<file path="config.mk">
export PLATFORM = sky130hd
export DESIGN_NAME = dwt53_forward_line
export DESIGN_NICKNAME = d
export VERILOG_FILES = /design/src/sv/dwt53_pkg.sv /design/src/sv/dwt53_front.sv /design/src/sv/dwt53_queue.sv /design/src/sv/dwt53_back.sv /design/src/sv/dwt53_forward_line.sv
export SDC_FILE = /design/constraint.sdc
export NUM_CORES = 1
export LEC_CHECK = 0
export CORE_MARGIN = 2
export CORE_UTILIZATION = 45
export DETAILED_ROUTE_END_ITERATION = 7
export DONT_BUFFER_PORTS = 1
export PLACE_DENSITY = 0.72
export SLEW_MARGIN = 20
export SYNTH_ARGS = -nofsm -noshare
export SYNTH_HDL_FRONTEND = slang
export SYNTH_SLANG_ARGS = --single-unit
</file>
<file path="constraint.sdc">
create_clock -name clock -period 17.1 [get_ports clock]
set_input_delay 3.42 -clock clock [delete_from_list [all_inputs] [get_ports clock]]
set_output_delay 3.42 -clock clock [all_outputs]
set_load 0.1 [all_outputs]
</file>
<file path="src/sv/dwt53_pkg.sv">
// shared types and constants of the 5/3 forward line transform
package dwt53_pkg;

   localparam int SampleW = 16;
   localparam int CoefW   = 17;

   localparam logic RegLineStartOdd = 1'b0;

   typedef logic signed [SampleW-1:0] sample_type;
   typedef logic signed [CoefW-1:0]   coef_type;

   typedef struct packed {
      sample_type sample_value;
      logic       line_end;
   } req_type;

   typedef struct packed {
      coef_type coefficient;
      logic     is_high_band;
      logic     line_done;
   } rsp_type;

   typedef struct packed {
      sample_type odd_s;
      sample_type left_s;
      sample_type right_s;
      sample_type even_s;
      sample_type tail_s;
      logic       first;
      logic       emit_low;
      logic       emit_high;
      logic       emit_tail;
      logic       high_done;
   } job_type;

endpackage

</file>
<file path="src/sv/dwt53_front.sv">
// front end: tracks line position and turns samples into lifting jobs
module dwt53_front #(
   parameter int SAMPLE_BITS = 16
) (
   input  logic               clock,
   input  logic               reset,
   input  logic               accept,
   input  dwt53_pkg::req_type req_data,
   input  logic               start_odd,
   output logic               job_push,
   output dwt53_pkg::job_type job_data
);
   import dwt53_pkg::*;

   localparam int EffBits = (SAMPLE_BITS < SampleW) ? SAMPLE_BITS : SampleW;

   typedef enum logic [1:0] {
      PH_EMPTY,
      PH_EVEN,
      PH_PAIR,
      PH_ODD_FIRST
   } phase_type;

   phase_type                  phase_ff, phase_in;
   logic                       first_ff, first_in;
   logic signed [EffBits-1:0]  held_even_ff, held_even_in;
   logic signed [EffBits-1:0]  held_odd_ff, held_odd_in;
   logic signed [EffBits-1:0]  v_n;
   sample_type                 v;
   sample_type                 even_x;
   sample_type                 odd_x;
   logic                       last;

   assign v_n    = req_data.sample_value[EffBits-1:0];
   assign v      = sample_type'(v_n);
   assign even_x = sample_type'(held_even_ff);
   assign odd_x  = sample_type'(held_odd_ff);
   assign last   = req_data.line_end;

   always_comb begin
      phase_in     = phase_ff;
      first_in     = first_ff;
      held_even_in = held_even_ff;
      held_odd_in  = held_odd_ff;
      job_push     = 1'b0;
      job_data     = '0;
      job_data.tail_s = v;
      job_data.first  = first_ff;
      if (accept) begin
         unique case (phase_ff)
            PH_EMPTY: begin
               if (last) begin
                  job_push           = 1'b1;
                  job_data.emit_tail = 1'b1;
               end else if (start_odd) begin
                  held_odd_in = v_n;
                  phase_in    = PH_ODD_FIRST;
               end else begin
                  held_even_in = v_n;
                  phase_in     = PH_EVEN;
               end
            end
            PH_EVEN: begin
               if (last) begin
                  job_push           = 1'b1;
                  job_data.odd_s     = v;
                  job_data.left_s    = even_x;
                  job_data.right_s   = even_x;
                  job_data.even_s    = even_x;
                  job_data.emit_low  = 1'b1;
                  job_data.emit_high = 1'b1;
                  job_data.high_done = 1'b1;
                  phase_in           = PH_EMPTY;
                  first_in           = 1'b1;
               end else begin
                  held_odd_in = v_n;
                  phase_in    = PH_PAIR;
               end
            end
            PH_PAIR: begin
               job_push           = 1'b1;
               job_data.odd_s     = odd_x;
               job_data.left_s    = even_x;
               job_data.right_s   = v;
               job_data.even_s    = even_x;
               job_data.emit_low  = 1'b1;
               job_data.emit_high = 1'b1;
               job_data.emit_tail = last;
               if (last) begin
                  phase_in = PH_EMPTY;
                  first_in = 1'b1;
               end else begin
                  held_even_in = v_n;
                  first_in     = 1'b0;
                  phase_in     = PH_EVEN;
               end
            end
            PH_ODD_FIRST: begin
               job_push           = 1'b1;
               job_data.odd_s     = odd_x;
               job_data.left_s    = v;
               job_data.right_s   = v;
               job_data.emit_high = 1'b1;
               job_data.emit_tail = last;
               if (last) begin
                  phase_in = PH_EMPTY;
                  first_in = 1'b1;
               end else begin
                  held_even_in = v_n;
                  first_in     = 1'b0;
                  phase_in     = PH_EVEN;
               end
            end
            default: begin
               phase_in = PH_EMPTY;
            end
         endcase
      end
   end

   always_ff @(posedge clock) begin
      if (reset) begin
         phase_ff     <= PH_EMPTY;
         first_ff     <= 1'b1;
         held_even_ff <= '0;
         held_odd_ff  <= '0;
      end else begin
         phase_ff     <= phase_in;
         first_ff     <= first_in;
         held_even_ff <= held_even_in;
         held_odd_ff  <= held_odd_in;
      end
   end

endmodule

</file>
<file path="src/sv/dwt53_queue.sv">
// job queue between the front end and the lifting back end
module dwt53_queue #(
   parameter int Depth = 4
) (
   input  logic               clock,
   input  logic               reset,
   input  logic               push,
   input  dwt53_pkg::job_type push_data,
   output logic               full,
   input  logic               pop,
   output dwt53_pkg::job_type pop_data,
   output logic               empty
);
   import dwt53_pkg::*;

   localparam int IdxW = (Depth > 1) ? $clog2(Depth) : 1;
   localparam int CntW = $clog2(Depth + 1);

   job_type           mem_ff [Depth];
   logic [IdxW-1:0]   wr_ff, wr_in;
   logic [IdxW-1:0]   rd_ff, rd_in;
   logic [CntW-1:0]   cnt_ff, cnt_in;
   logic              do_push;
   logic              do_pop;

   assign full     = (cnt_ff == CntW'(Depth));
   assign empty    = (cnt_ff == '0);
   assign do_push  = push && !full;
   assign do_pop   = pop && !empty;
   assign pop_data = mem_ff[rd_ff];

   always_comb begin
      wr_in  = wr_ff;
      rd_in  = rd_ff;
      cnt_in = cnt_ff;
      if (do_push) begin
         wr_in = (wr_ff == IdxW'(Depth - 1)) ? '0 : wr_ff + 1'b1;
      end
      if (do_pop) begin
         rd_in = (rd_ff == IdxW'(Depth - 1)) ? '0 : rd_ff + 1'b1;
      end
      case ({do_push, do_pop})
         2'b10:   cnt_in = cnt_ff + 1'b1;
         2'b01:   cnt_in = cnt_ff - 1'b1;
         default: cnt_in = cnt_ff;
      endcase
   end

   always_ff @(posedge clock) begin
      if (reset) begin
         wr_ff  <= '0;
         rd_ff  <= '0;
         cnt_ff <= '0;
      end else begin
         wr_ff  <= wr_in;
         rd_ff  <= rd_in;
         cnt_ff <= cnt_in;
      end
   end

   always_ff @(posedge clock) begin
      if (do_push) begin
         mem_ff[wr_ff] <= push_data;
      end
   end

endmodule

</file>
<file path="src/sv/dwt53_back.sv">
// back end: high step, low step and result buffer
module dwt53_back (
   input  logic               clock,
   input  logic               reset,
   input  logic               job_valid,
   input  dwt53_pkg::job_type job_data,
   output logic               job_pop,
   output dwt53_pkg::rsp_type rsp_data,
   output logic               empty,
   input  logic               pop
);
   import dwt53_pkg::*;

   logic              b1_valid_ff, b1_valid_in;
   job_type           b1_job_ff;
   logic              b2_valid_ff, b2_valid_in;
   job_type           b2_job_ff;
   coef_type          d_ff;
   coef_type          prev_ff;
   logic [2:0]        mask_ff, mask_in;

   rsp_type           of_mem_ff [2];
   logic              of_wr_ff;
   logic              of_rd_ff;
   logic [1:0]        of_cnt_ff, of_cnt_in;

   logic signed [17:0] pair_sum;
   logic signed [17:0] d_wide;
   coef_type           d_in;
   coef_type           dl;
   logic signed [18:0] low_sum;
   logic signed [18:0] s_first_w;
   logic signed [18:0] tail_sum;
   logic signed [18:0] s_tail_w;
   logic [2:0]         mask_next;
   logic               of_room;
   logic               emit;
   logic               b2_done;
   logic               b2_free;
   logic               b1_move;
   logic               b1_free;
   logic               of_pop;
   rsp_type            pick;

   // high step from the staged job
   assign pair_sum = 18'(b1_job_ff.left_s) + 18'(b1_job_ff.right_s);
   assign d_wide   = 18'(b1_job_ff.odd_s) - (pair_sum >>> 1);
   assign d_in     = d_wide[CoefW-1:0];

   // low steps from the registered high coefficient
   assign dl        = b2_job_ff.first ? d_ff : prev_ff;
   assign low_sum   = 19'(dl) + 19'(d_ff) + 19'sd2;
   assign s_first_w = 19'(b2_job_ff.even_s) + (low_sum >>> 2);
   assign tail_sum  = 19'(d_ff) + 19'(d_ff) + 19'sd2;
   assign s_tail_w  = 19'(b2_job_ff.tail_s) + (tail_sum >>> 2);

   assign of_room = (of_cnt_ff != 2'd2);
   assign emit    = b2_valid_ff && of_room;
   assign of_pop  = pop && !empty;

   always_comb begin
      pick      = '0;
      mask_next = mask_ff;
      if (mask_ff[0]) begin
         pick.coefficient  = s_first_w[CoefW-1:0];
         pick.is_high_band = 1'b0;
         pick.line_done    = 1'b0;
         mask_next         = {mask_ff[2:1], 1'b0};
      end else if (mask_ff[1]) begin
         pick.coefficient  = d_ff;
         pick.is_high_band = 1'b1;
         pick.line_done    = b2_job_ff.high_done;
         mask_next         = {mask_ff[2], 2'b00};
      end else begin
         pick.coefficient  = s_tail_w[CoefW-1:0];
         pick.is_high_band = 1'b0;
         pick.line_done    = 1'b1;
         mask_next         = 3'b000;
      end
   end

   assign b2_done = emit && (mask_next == 3'b000);
   assign b2_free = !b2_valid_ff || b2_done;
   assign b1_move = b1_valid_ff && b2_free;
   assign b1_free = !b1_valid_ff || b1_move;
   assign job_pop = job_valid && b1_free;

   always_comb begin
      b1_valid_in = b1_valid_ff;
      if (b1_free) begin
         b1_valid_in = job_valid;
      end
      b2_valid_in = b2_valid_ff;
      mask_in     = mask_ff;
      if (b2_free) begin
         b2_valid_in = b1_valid_ff;
         mask_in     = {b1_job_ff.emit_tail, b1_job_ff.emit_high, b1_job_ff.emit_low};
      end else if (emit) begin
         mask_in = mask_next;
      end
      case ({emit, of_pop})
         2'b10:   of_cnt_in = of_cnt_ff + 1'b1;
         2'b01:   of_cnt_in = of_cnt_ff - 1'b1;
         default: of_cnt_in = of_cnt_ff;
      endcase
   end

   always_ff @(posedge clock) begin
      if (reset) begin
         b1_valid_ff <= 1'b0;
         b2_valid_ff <= 1'b0;
         mask_ff     <= 3'b000;
         prev_ff     <= '0;
         of_wr_ff    <= 1'b0;
         of_rd_ff    <= 1'b0;
         of_cnt_ff   <= 2'd0;
      end else begin
         b1_valid_ff <= b1_valid_in;
         b2_valid_ff <= b2_valid_in;
         mask_ff     <= mask_in;
         of_cnt_ff   <= of_cnt_in;
         if (b2_done) begin
            prev_ff <= d_ff;
         end
         if (emit) begin
            of_wr_ff <= !of_wr_ff;
         end
         if (of_pop) begin
            of_rd_ff <= !of_rd_ff;
         end
      end
   end

   always_ff @(posedge clock) begin
      if (job_pop) begin
         b1_job_ff <= job_data;
      end
      if (b1_move) begin
         b2_job_ff <= b1_job_ff;
         d_ff      <= d_in;
      end
      if (emit) begin
         of_mem_ff[of_wr_ff] <= pick;
      end
   end

   assign empty    = (of_cnt_ff == 2'd0);
   assign rsp_data = of_mem_ff[of_rd_ff];

endmodule

</file>
<file path="src/sv/dwt53_forward_line.sv">
// top level of the streaming forward 5/3 lifting line transform
//
// requests: push a sample with its line-end mark while full is low; one
// sample can be taken every cycle. results: while empty is low the oldest
// coefficient is on rsp_data and pop takes it, one per cycle.
// a sample yields zero to three coefficients; over a line their count
// equals the sample count, so one result per cycle keeps up with the input.
// path: with the back end idle, the first coefficient of a request goes
// through the job queue, the high-step and low-step stages and the result
// buffer to rsp_data; its others follow one per cycle while pop keeps up.
// the job queue of JOB_DEPTH entries absorbs the three-result bursts at a
// line end; full rises only when the queue holds JOB_DEPTH jobs.
// when pop stays low, the two-entry result buffer fills, the back end
// holds, the job queue fills and full goes high; nothing is lost.
// register 0 (line_start_odd, byte address 0) is read at each line start.
// reset clears line position, queues and line_start_odd; no clearing pass.
module dwt53_forward_line #(
   parameter int SAMPLE_BITS = 16,
   parameter int JOB_DEPTH   = 4
) (
   input  logic               clock,
   input  logic               reset,
   input  logic               push,
   output logic               full,
   input  dwt53_pkg::req_type req_data,
   output logic               empty,
   input  logic               pop,
   output dwt53_pkg::rsp_type rsp_data,
   input  logic               psel,
   input  logic               penable,
   input  logic               pwrite,
   input  logic [2:0]         paddr,
   input  logic [31:0]        pwdata,
   output logic [31:0]        prdata,
   output logic               pready
);
   import dwt53_pkg::*;

   logic     start_odd_ff;
   logic     csr_write;
   logic     accept;
   logic     jq_push;
   job_type  jq_push_data;
   logic     jq_full;
   logic     jq_pop;
   job_type  jq_pop_data;
   logic     jq_empty;

   assign pready    = 1'b1;
   assign csr_write = psel && penable && pwrite && pready;
   assign prdata    = {31'b0, (paddr[2] == RegLineStartOdd) ? start_odd_ff : 1'b0};

   always_ff @(posedge clock) begin
      if (reset) begin
         start_odd_ff <= 1'b0;
      end else if (csr_write && (paddr[2] == RegLineStartOdd)) begin
         start_odd_ff <= pwdata[0];
      end
   end

   assign full   = jq_full;
   assign accept = push && !jq_full;

   dwt53_front #(
      .SAMPLE_BITS (SAMPLE_BITS)
   ) u_front (
      .clock     (clock),
      .reset     (reset),
      .accept    (accept),
      .req_data  (req_data),
      .start_odd (start_odd_ff),
      .job_push  (jq_push),
      .job_data  (jq_push_data)
   );

   dwt53_queue #(
      .Depth (JOB_DEPTH)
   ) u_queue (
      .clock     (clock),
      .reset     (reset),
      .push      (jq_push),
      .push_data (jq_push_data),
      .full      (jq_full),
      .pop       (jq_pop),
      .pop_data  (jq_pop_data),
      .empty     (jq_empty)
   );

   dwt53_back u_back (
      .clock     (clock),
      .reset     (reset),
      .job_valid (!jq_empty),
      .job_data  (jq_pop_data),
      .job_pop   (jq_pop),
      .rsp_data  (rsp_data),
      .empty     (empty),
      .pop       (pop)
   );

   a_no_push_when_full: assert property (@(posedge clock) disable iff (reset)
      jq_push |-> !jq_full)
      else $error("job pushed into a full queue");

   a_no_pop_when_empty: assert property (@(posedge clock) disable iff (reset)
      jq_pop |-> !jq_empty)
      else $error("job taken from an empty queue");

   a_empty_after_reset: assert property (@(posedge clock) disable iff (reset)
      $past(reset) |-> empty)
      else $error("result present right after reset");

endmodule
</file>
After elaboration in Yosys (flattened, before gate mapping)
Memories as Yosys holds them, arrays and structs flattened. A register that Yosys moved wholly into a read port is not among the register bits. Cells that the tools add are included. Widths: inputs -> output; s select.

Mux-type cells: 45. Reduce and logical (&&, ||, !) cells: 36. Eq/ne operators: 17. Bitwise gates (word level): 1. Add/subtract/negate cells: 14.

Operators by type and width (number): $pmux 48 s3 (1); $mux 64 (2); $pmux 16 s2 (3); $mux 16 (5); $add 18x3->19 const B (2); $mux 19 (2); $add 17x17->18 (2); $add 16x17->17 (2); $add 16x16->17 (1); $mux 17 (1); $sub 16x16->17 (1); $ne 2x2->1 const B (7); $eq 2x2->1 const B (6); $mux 1 (12); $mux 2 (6); $mux 3 (4); $reduce_bool 2->1 (6); $logic_and 1x1->1 (11); $pmux 1 s2 (5); $reduce_and 5->1 (2); $logic_not 1->1 (7); $add 2x1->2 const B (3); $eq 2x1->1 const B (3); $logic_not 3->1 (2); other kinds (14) (17).

RAM bits: 378. Memories kept: 2. Register bits after elaboration: 120. Logic and storage cells: 135.

Memory list: u_queue.mem_ff (words 4, bits a word 85, read ports 1, clocked after Yosys merged registers in 1, wr ports 1, RTL line dwt53_queue.sv:19) `job_type mem_ff [Depth];`; u_back.of_mem_ff (words 2, bits a word 19, read ports 1, clocked after Yosys merged registers in 1, wr ports 1, RTL line dwt53_back.sv:22) `rsp_type of_mem_ff [2];`.

Depth between registers and ports, before layout
Gate-level depths: netlist of the first run.

Depth in word-level cells: 11. Gate-level depth with buffers: 25.

By module
From an unflattened synthesis of the first run, not the netlist that was laid out.

Cells, all modules: 1796. Area total of the unflattened synthesis: 26517.9 µm².

By module, submodules not included: dwt53_queue (cells an instance 498, area an instance 12761.0 µm², instances 1); dwt53_back (cells an instance 938, area an instance 10916.7 µm², instances 1); dwt53_front (cells an instance 318, area an instance 2521.2 µm², instances 1); dwt53_forward_line (cells an instance 42, area an instance 319.1 µm², instances 1).

Worst setup path before layout of the first run
Ideal clock, no wire load.

Kind: input to output. From: input port paddr[2]. To: output port prdata[0]. Slack: 8.925 ns. Buffers on the path: 0. Stages on the path: 1. Data required time: 13.680 ns. Data arrival time: 4.755 ns. Path through: nor2b_1.

Longest elaborated chain between the ends: 1.

RTL lines: start, declared (RTL line dwt53_forward_line.sv:32) `input logic [2:0] paddr,`; $mux 1 (RTL line dwt53_forward_line.sv:51) `assign prdata = {31'b0, (paddr[2] == RegLineStartOdd) ? start_odd_ff : 1'b0};`; end, declared (RTL line dwt53_forward_line.sv:34) `output logic [31:0] prdata,`.

No other way between the ends.

Worst setup path after layout of the first run
Same ends and word-level chain as after synthesis.

==> flow_summary.ini, run 1 <==
[critical_path]
critPathRequiredTime_ns = 13.68
critical_path.top_delay_family = simple AND/OR/NAND/NOR gates
crit_type = primary input to output pin
path_max_fanout = 2
path_cells = nor2b_2
worstPathArrival_ns = 4.22
cpPeakStageDelay_ns = 0.80
worst-path-buf-inv = 0
end_kind = output pin
startpoint_type = primary input
critPathSlowestCell = nor2b_2

[synthesis]
yosys-top-cells-area = edfxtp_1 (59%), mux4_2 (7.4%), dfxtp_1 (5.4%)
yosysTopAreaCell = edfxtp_1
syn_inst = 1724
synth_top_area_share_pct = 59.3
yosysSeqAreaShare_pct = 64.7
ys_seq_elements = 584
yosysWarnings = 0
synth_most_common_cell = edfxtp_1
synthFlopType = edfxtp_1
synth_async_sr_flop_share_pct = 0
synth_edf_count = 514
syn-mean-instance-area_um2 = 15.1
synth_commonest_cells = edfxtp_1 (514), nor2_1 (174), ha_1 (109), mux4_2 (85), dfxtp_1 (70)
synth_cell_types = 74
synth_area_um2 = 26000

[timing]
tns_ns = 0
setup_ws_ns = 9.46
fin_crit_ns = 7.64
final_hold_viol_count = 0
slew-limit-headroom_pct = 27.2
tightest_slew_ns = 1.09
rsz0062_at_grt = false
finalClockSkew_ns = 0.0178
max_freq_mhz = 131
period_share_pct = 44.7
maxSlewViolCount = 0
setup_viol = 0
whs_ns = 0.408

[placed_design]
place_ws_ns = 9.46
port_buffers = 0
routabilityCongestion = 0.814
hpwl_mm = 31.4

[clocking]
h-tree-depth = 2
clock_path_buffers = 3
cts_num_sinks = 584
clkTransAtPathRegs_ns = 0.06
postCtsHoldBufs = 0
cts_made_buffers = 56
cts_setup_buffers = 0
clock-root-buffer = clkbuf_16
clk_latency_ns = 0.61
cts-resized-gates = 0
cts_tree = yes

[grt]
grt_pass1_vias = 14500
grt-ovfl-total = 0
met2_usage_pct = 29.0
track_usage_pct = 16.8
grt-busiest-layer = met2
grt_pass1_wl_mm = 78.7
antenna_found_initial = 1
use_met1_pct = 21.4
use_met3_pct = 3.00
grt_max_degree = 71

[run_status]
status = complete, no violations

[floorplanning]
core_um2 = 57500
ioPinCount = 113
rows = 88
die_w_um = 244
start_util_pct = 45.3
die_y_um = 244
design.die.area_um2 = 59800

[routing]
ant_nets = 0
wl_mm = 49.8
drt_iter0_markers = 1035
drt_pass1_iterations = 5
via_per_inst = 5.55
drcViolationCount = 0
wl_per_cell_um = 19.6
vias = 14100

[final_layout]
nNetsFinal = 1904
postLayoutCoreUtil_pct = 49.8
diodes = 0
drive_above_1_share_pct = 14.3
area_growth_pct = 10.0

[min_path]
hp-class = register to register

[flow_run]
max_cap_violations = 0
[layer usage]
layer | share of wire (%) | up-vias
li1 | - | 6551
met1 | 42 | 7110
met2 | 50 | 331
met3 | 5.6 | 90
met4 | 2.4 | 0
met5 | 0 | -
[area by class of cell]
class / count / area (um2)
Clock inverter: 32 / 363
Sequential cell: 584 / 16800
Inverter: 42 / 158
Timing Repair Buffer: 19 / 163
Multi-Input combinational cell: 1027 / 8660
Tap cell: 765 / 957
Fill cell: 4745 / 28900
Clock buffer: 69 / 1480
[final timing paths]
path / from / endpoint / slack, ns / cells after the start
min: u_back.b1_job_ff[0] / u_back.b2_job_ff[0] / 0.41 / 0
max reg2reg: u_back.b2_job_ff[4] / u_back.of_mem_ff[0][18] / 11.30 / 23
min reg2reg: u_back.b1_job_ff[0] / u_back.b2_job_ff[0] / 0.41 / 0
max: paddr[2] / prdata[0] / 9.46 / 1
[stage by stage]
step           std cells  cell area [um2]
2_1_floorplan       1754            26100
3_3_place_gp        2436            26800
3_5_place_dp        2436            26800
4_1_cts             2537            28600
5_1_grt             2538            28600
6_report            2538            28600
[cells by family (layout without fill, tap and decap cells)]
family | after synthesis | count (layout) | synth area share [%]
AOI/OAI and AO/OA | 255 | 255 | 6.73
muxes | 176 | 176 | 11.0
xor gates and xnor gates | 80 | 80 | 2.69
and+or+nand+nor | 369 | 369 | 6.53
adders and majority gates | 115 | 115 | 5.70
DFF | 584 | 584 | 64.7
other | 2 | 32 | 0.0289
buffers and inverters | 143 | 162 | 2.58
[cell usage in the layout, fill, tap and decap left out, drive strengths merged, types with 37 or more instances in the layout]
cell type and instances:
nand2 56, edfxtp 514, dfxtp 70, o21ai 40
mux4 85, ha 109, xnor2 37, inv 43
a22oi 49, xor2 43, a21oi 65, mux2i 57
clkbuf 69, nor2 175
[flip-flops by register name, summed over array words and instances, names as in the netlist, named ones only]
name,cells
start_odd_ff,1
u_back.b2_job_ff,34
u_back.of_rd_ff,1
u_back.b1_job_ff,85
u_front.held_odd_ff,16
u_queue.cnt_ff,3
u_front.even_x,16
u_queue.rd_ff,2
u_back.of_cnt_ff,2
u_back.d_ff,17
u_back.prev_ff,17
u_queue.wr_ff,2
u_queue.mem_ff,340
u_front.first_ff,1
u_back.of_wr_ff,1
u_back.of_mem_ff,38
u_front.phase_ff,2
u_back.mask_ff,3
u_back.b1_valid_ff,1
u_back.b2_valid_ff,1
Power of run 1 is left out: the tool's default activity adds up to more than one toggle a clock period on the data nets, which glitch-free logic cannot reach.
==> run 2: changes to the inputs <==
--- a/config.mk
+++ b/config.mk
@@ -9,7 +9,7 @@
 export CORE_UTILIZATION = 45
 export DETAILED_ROUTE_END_ITERATION = 7
 export DONT_BUFFER_PORTS = 1
-export PLACE_DENSITY = 0.72
+export PLACE_DENSITY = 0.74
 export SLEW_MARGIN = 20
 export SYNTH_ARGS = -nofsm -noshare
 export SYNTH_HDL_FRONTEND = slang
==> constraint.sdc (replaced) <==
create_clock -name clock -period 6.35 [get_ports clock]
set_input_delay 1.27 -clock clock [delete_from_list [all_inputs] [get_ports clock]]
set_output_delay 1.27 -clock clock [all_outputs]
set_load 0.1 [all_outputs]
==> flow_summary.ini, run 2 (synthesis results as in run 1) <==
[critical_path]
crit_end = u_back.of_mem_ff[0][18]
crit_type = register to register
worstSetupStartpoint = u_back.b2_job_ff[4]
timing.rr.start = u_back.b2_job_ff[4]
r2r-end = u_back.of_mem_ff[0][18]
path_max_fanout = 17
critPathSlowestCell = or3b_2
worstRegToRegCells = 24
critPathRequiredTime_ns = 6.81
critical_path.top_delay_family = compound AO/OA/AOI/OAI gates
rrSetupSlack_ns = 0.86
cpPeakStageDelay_ns = 0.50
path_cells = buf_4 > mux2i_1 > ha_1 > or3b_2 > fa_1 > nor2b_1 > o21ai_1 > a21boi_1 > o21ai_1 > a21boi_1 > o2111ai_1 > nand3_1 > nand2_1 > xnor2_1 > ha_1 > a21oi_1 > nor2_1 > a21oi_1 > o31ai_1 > o41a_1 > xnor2_1 > or2_0 > mux2_2 > nand3_1
path_depth = 24
startpoint_type = register
worst-path-buf-inv = 1
worstPathArrival_ns = 5.95
end_kind = register

[floorplanning]
start_util_pct = 45.3
core_um2 = 57500
ioPinCount = 113
design.die.area_um2 = 59800
die_w_um = 244
die_y_um = 244
rows = 88

[flow_run]
max_cap_violations = 0

[clocking]
postCtsHoldBufs = 0
clock-root-buffer = clkbuf_16
clkTransAtPathRegs_ns = 0.07
cts_made_buffers = 55
cts_num_sinks = 584
clk_latency_ns = 0.62
clock_path_buffers = 3
cts-resized-gates = 0
cts_setup_buffers = 0
cts_tree = yes
h-tree-depth = 2

[routing]
ant_nets = 0
wl_per_cell_um = 19.3
drt_pass1_iterations = 6
via_per_inst = 5.51
wl_mm = 49.2
drt_iter0_markers = 1067
vias = 14000
drcViolationCount = 0

[final_layout]
top_regs = u_queue.mem_ff (340), u_back.b1_job_ff (85), u_back.of_mem_ff (38)
area_growth_pct = 9.67
diodes = 0
layout_commonest_cell = edfxtp_1
nNetsFinal = 1909
drive_above_1_share_pct = 14.7
final_cell_mix = edfxtp_1 (514), nor2_1 (173), ha_1 (109)
largest_reg_flops = 340
top_register = u_queue.mem_ff

[grt]
track_usage_pct = 16.7
grt_max_degree = 71
grt_pass1_wl_mm = 78.3
grt_pass1_vias = 14300
antenna_found_initial = 0
grt-ovfl-total = 0

[placed_design]
routabilityCongestion = 0.813
port_buffers = 0
hpwl_mm = 31.7

[timing]
tightest_slew_ns = 1.11
final_hold_viol_count = 0
period_share_pct = 86.5
rsz0062_at_grt = false
tns_ns = 0
finalClockSkew_ns = 0.0210
fin_crit_ns = 5.49
slew-limit-headroom_pct = 26.0
setup_viol = 0
max_freq_mhz = 182
maxSlewViolCount = 0

[run_status]
status = complete, no violations

[min_path]
hp-class = register to register
run 2: changes by cell type in the layout (fill, tap and decap cells not counted), moves of 2 or more:
cell / delta
clkinv_2: +5
clkinv_1: +7
clkinv_4: +2
bufinv_16: -5
buf_4: +7
clkbuf_16: -2
clkbuf_1: -7
run 2: layout make-up:
cell class	instances	area, um2
Inverter	42	158
Clock buffer	59	1390
Timing Repair Buffer	25	188
Fill cell	4714	28900
Tap cell	765	957
Multi-Input combinational cell	1027	8660
Clock inverter	44	335
Sequential cell	584	16800
run 2: how the worst min path moves through the flow:
stage                         startpoint              endpoint  slack (ns)  cells past startpoint
detailed placement  u_back.b1_job_ff[28]  u_back.b2_job_ff[28]        0.41                      0
finish              u_back.b1_job_ff[23]  u_back.b2_job_ff[23]        0.42                      0
floorplan            u_back.b1_job_ff[0]   u_back.b2_job_ff[0]        0.40                      0
global route        u_back.b1_job_ff[20]  u_back.b2_job_ff[20]        0.43                      0
global placement    u_back.b1_job_ff[32]  u_back.b2_job_ff[32]        0.40                      0
CTS                 u_back.b1_job_ff[17]  u_back.b2_job_ff[17]        0.42                      0
run 2: per-stage QoR:
step	cells	area [um2]	hold slack (ns)	utilization, %	setup slack [ns]
final	2546	28500	0.417	49.6	0.855
after detailed placement	2443	26800	0.405	46.6	0.944
after CTS	2546	28500	0.419	49.6	0.886
after global routing	2546	28500	0.426	49.6	0.290
after floorplan	1754	26100	0.400	-	1.31
after global placement	2443	26800	0.401	46.6	0.984
run 2: per-layer routing:
layer | wire length [um] | global-route usage [%] | vias to the layer above
met1 | 20800 | 21.1 | 7029
met5 | 0 | 0 | -
met3 | 3110 | 3.62 | 81
li1 | - | - | 6572
met4 | 906 | 4.30 | 0
met2 | 24500 | 29.0 | 352
Power of run 2 is left out for the same reason.
==> run 3: changes to the inputs <==
--- a/config.mk
+++ b/config.mk
@@ -7,10 +7,13 @@
 export LEC_CHECK = 0
 export CORE_MARGIN = 2
 export CORE_UTILIZATION = 45
+export CTS_BUF_LIST = sky130_fd_sc_hd__clkbuf_4
 export DETAILED_ROUTE_END_ITERATION = 7
 export DONT_BUFFER_PORTS = 1
+export HOLD_SLACK_MARGIN = 0.1
 export PLACE_DENSITY = 0.74
 export SLEW_MARGIN = 20
 export SYNTH_ARGS = -nofsm -noshare
 export SYNTH_HDL_FRONTEND = slang
+export SYNTH_HIERARCHICAL = 1
 export SYNTH_SLANG_ARGS = --single-unit
==> flow_summary.ini, run 3 <==
[run_status]
status = complete, no violations

[timing]
rsz0062_at_grt = false
setup_ws_ns = 0.958
tightest_slew_ns = 1.09
setup_viol = 0
finalClockSkew_ns = 0.0557
final_hold_viol_count = 0
maxSlewViolCount = 0
max_freq_mhz = 185
slew-limit-headroom_pct = 27.0
period_share_pct = 84.9
fin_crit_ns = 5.39
tns_ns = 0

[critical_path]
end_kind = register
worstRegToRegCells = 22
worstSetupStartpoint = u_back/b2_job_ff[4]
critPathRequiredTime_ns = 6.99
worstPathArrival_ns = 6.03
crit_type = register to register
path_max_fanout = 17
rrSetupSlack_ns = 0.96
timing.rr.start = u_back/b2_job_ff[4]
startpoint_type = register

[synthesis]
yosysTopAreaCell = edfxtp_1
ys_seq_elements = 586
synth_cell_types = 72
yosys-top-cells-area = edfxtp_1 (58%), mux4_2 (7.2%), dfxtp_1 (5.4%)
synth_area_um2 = 26500
syn_inst = 1796
synth_most_common_cell = edfxtp_1
yosysWarnings = 6
syn-mean-instance-area_um2 = 14.8
yosysSeqAreaShare_pct = 63.6
synth_async_sr_flop_share_pct = 0
synth_top_area_share_pct = 58.2
synth_commonest_cells = edfxtp_1 (514), nor2_1 (125), ha_1 (111), a21oi_1 (93), mux4_2 (85)
synthFlopType = edfxtp_1
synth_edf_count = 514

[final_layout]
fillers = 4778
stdcell_count = 2763
top_regs = u_queue/mem_ff (340), u_back/b1_job_ff (85), u_back/of_mem_ff (38)
layout_commonest_cell = edfxtp_1
nNetsFinal = 2048
final_area_um2 = 29000
area_growth_pct = 9.53
final_cell_mix = edfxtp_1 (514), clkbuf_4 (217), nor2_1 (123)
largest_reg_flops = 340
top_register = u_queue/mem_ff
drive_above_1_share_pct = 20.9

[grt]
grt_pass1_wl_mm = 82.8
track_usage_pct = 17.9
antenna_found_initial = 6
grt_pass1_vias = 15400
grt-ovfl-total = 0
grt_max_degree = 89

[floorplanning]
start_util_pct = 45.7
rows = 88
die_w_um = 247
design.die.area_um2 = 60900
core_um2 = 58000
ioPinCount = 113
die_y_um = 247

[clocking]
cts_num_sinks = 586
cts-resized-gates = 0
cts_setup_buffers = 0
h-tree-depth = 4
clk_latency_ns = 0.98
postCtsHoldBufs = 0
cts_made_buffers = 147
cts_tree = yes
clock-root-buffer = clkbuf_4
clock_path_buffers = 3
clkTransAtPathRegs_ns = 0.07

[routing]
vias = 15000
wl_mm = 52.9
drt_iter0_markers = 1291
drt_pass1_iterations = 5
via_per_inst = 5.44
drcViolationCount = 0
ant_nets = 0
wl_per_cell_um = 19.2

[placed_design]
placed_cell_area_um2 = 27000
routabilityCongestion = 0.825
place_ws_ns = 1.05
post-place-cells = 2488
port_buffers = 0
hpwl_mm = 33.7

[flow_run]
max_cap_violations = 0

[min_path]
hold_path_depth = 0
holdCritStartpoint = req_data[1]
hp-class = primary input to register
run 3: changes by cell type after synthesis, moves of 21 or more:
| cell | before | now |
|---|---|---|
| nor2_1 | 174 | 125 |
| mux2i_1 | 57 | 24 |
| nand2b_1 | 10 | 43 |
| a21oi_1 | 62 | 93 |
| nand2_1 | 56 | 84 |
| buf_4 | 33 | 54 |
run 3: final timing paths:
check / endpoint
max reg2reg: u_back/of_mem_ff[0][18]
min: u_queue/mem_ff[0][5]
max: u_back/of_mem_ff[0][18]
min reg2reg: u_back/b2_job_ff[27]
run 3: layer usage:
metal	up-vias	share of wire [%]	track usage [%]
met5	-	0	0
met4	0	1.8	6.84
met3	81	7.1	4.99
met2	492	48	28.9
met1	7452	43	22.9
li1	7007	-	-
run 3: area by class of cell:
type | count | area, um2 | share of cell area [%]
multi-input combinational | 1069 | 8850 | 30.5
inverter | 49 | 184 | 0.633
timing repair buffer | 19 | 143 | 0.491
clock buffer | 217 | 1630 | 5.61
clock inverter | 52 | 385 | 1.33
sequential | 586 | 16900 | 58.1
tap | 765 | 957 | 3.30
antenna | 6 | 15.0 | 0.0517
run 3: kinds of logic (layout without fill, tap and decap cells):
logic type	after synthesis	after routing	share of synthesized area [%]
xor+xnor	84	84	2.77
flops	586	586	63.6
mux	142	142	9.53
compound gates	288	288	7.01
fa+ha+maj	117	117	5.69
other cells	2	38	0.0283
simple gates	406	406	7.77
buf+inv	171	337	3.57
run 3: worst max-delay path, cell delays in order (launching register included):
cell	delay, ns
edfxtp_1	0.32
buf_4	0.25
mux2i_1	0.23
ha_1	0.26
or3b_2	0.50
fa_1	0.42
nor2b_1	0.13
o21ai_1	0.09
a21boi_1	0.21
o21a_1	0.16
o21ai_1	0.10
a211oi_1	0.37
o211ai_1	0.15
mux2i_1	0.16
nand3_1	0.11
ha_1	0.32
a21oi_1	0.21
nand2_1	0.08
a211oi_1	0.38
or4_1	0.19
nand4b_1	0.13
xnor2_1	0.17
o2111ai_1	0.15
run 3: metrics by stage:
stage / hold WS, ns / util, %
floorplan: 0.400 / -
global placement: 0.405 / 46.6
detailed placement: 0.405 / 46.6
CTS: 0.295 / 50.0
global route: 0.323 / 50.0
finish: 0.384 / 50.1
Power of run 3 is left out for the same reason.
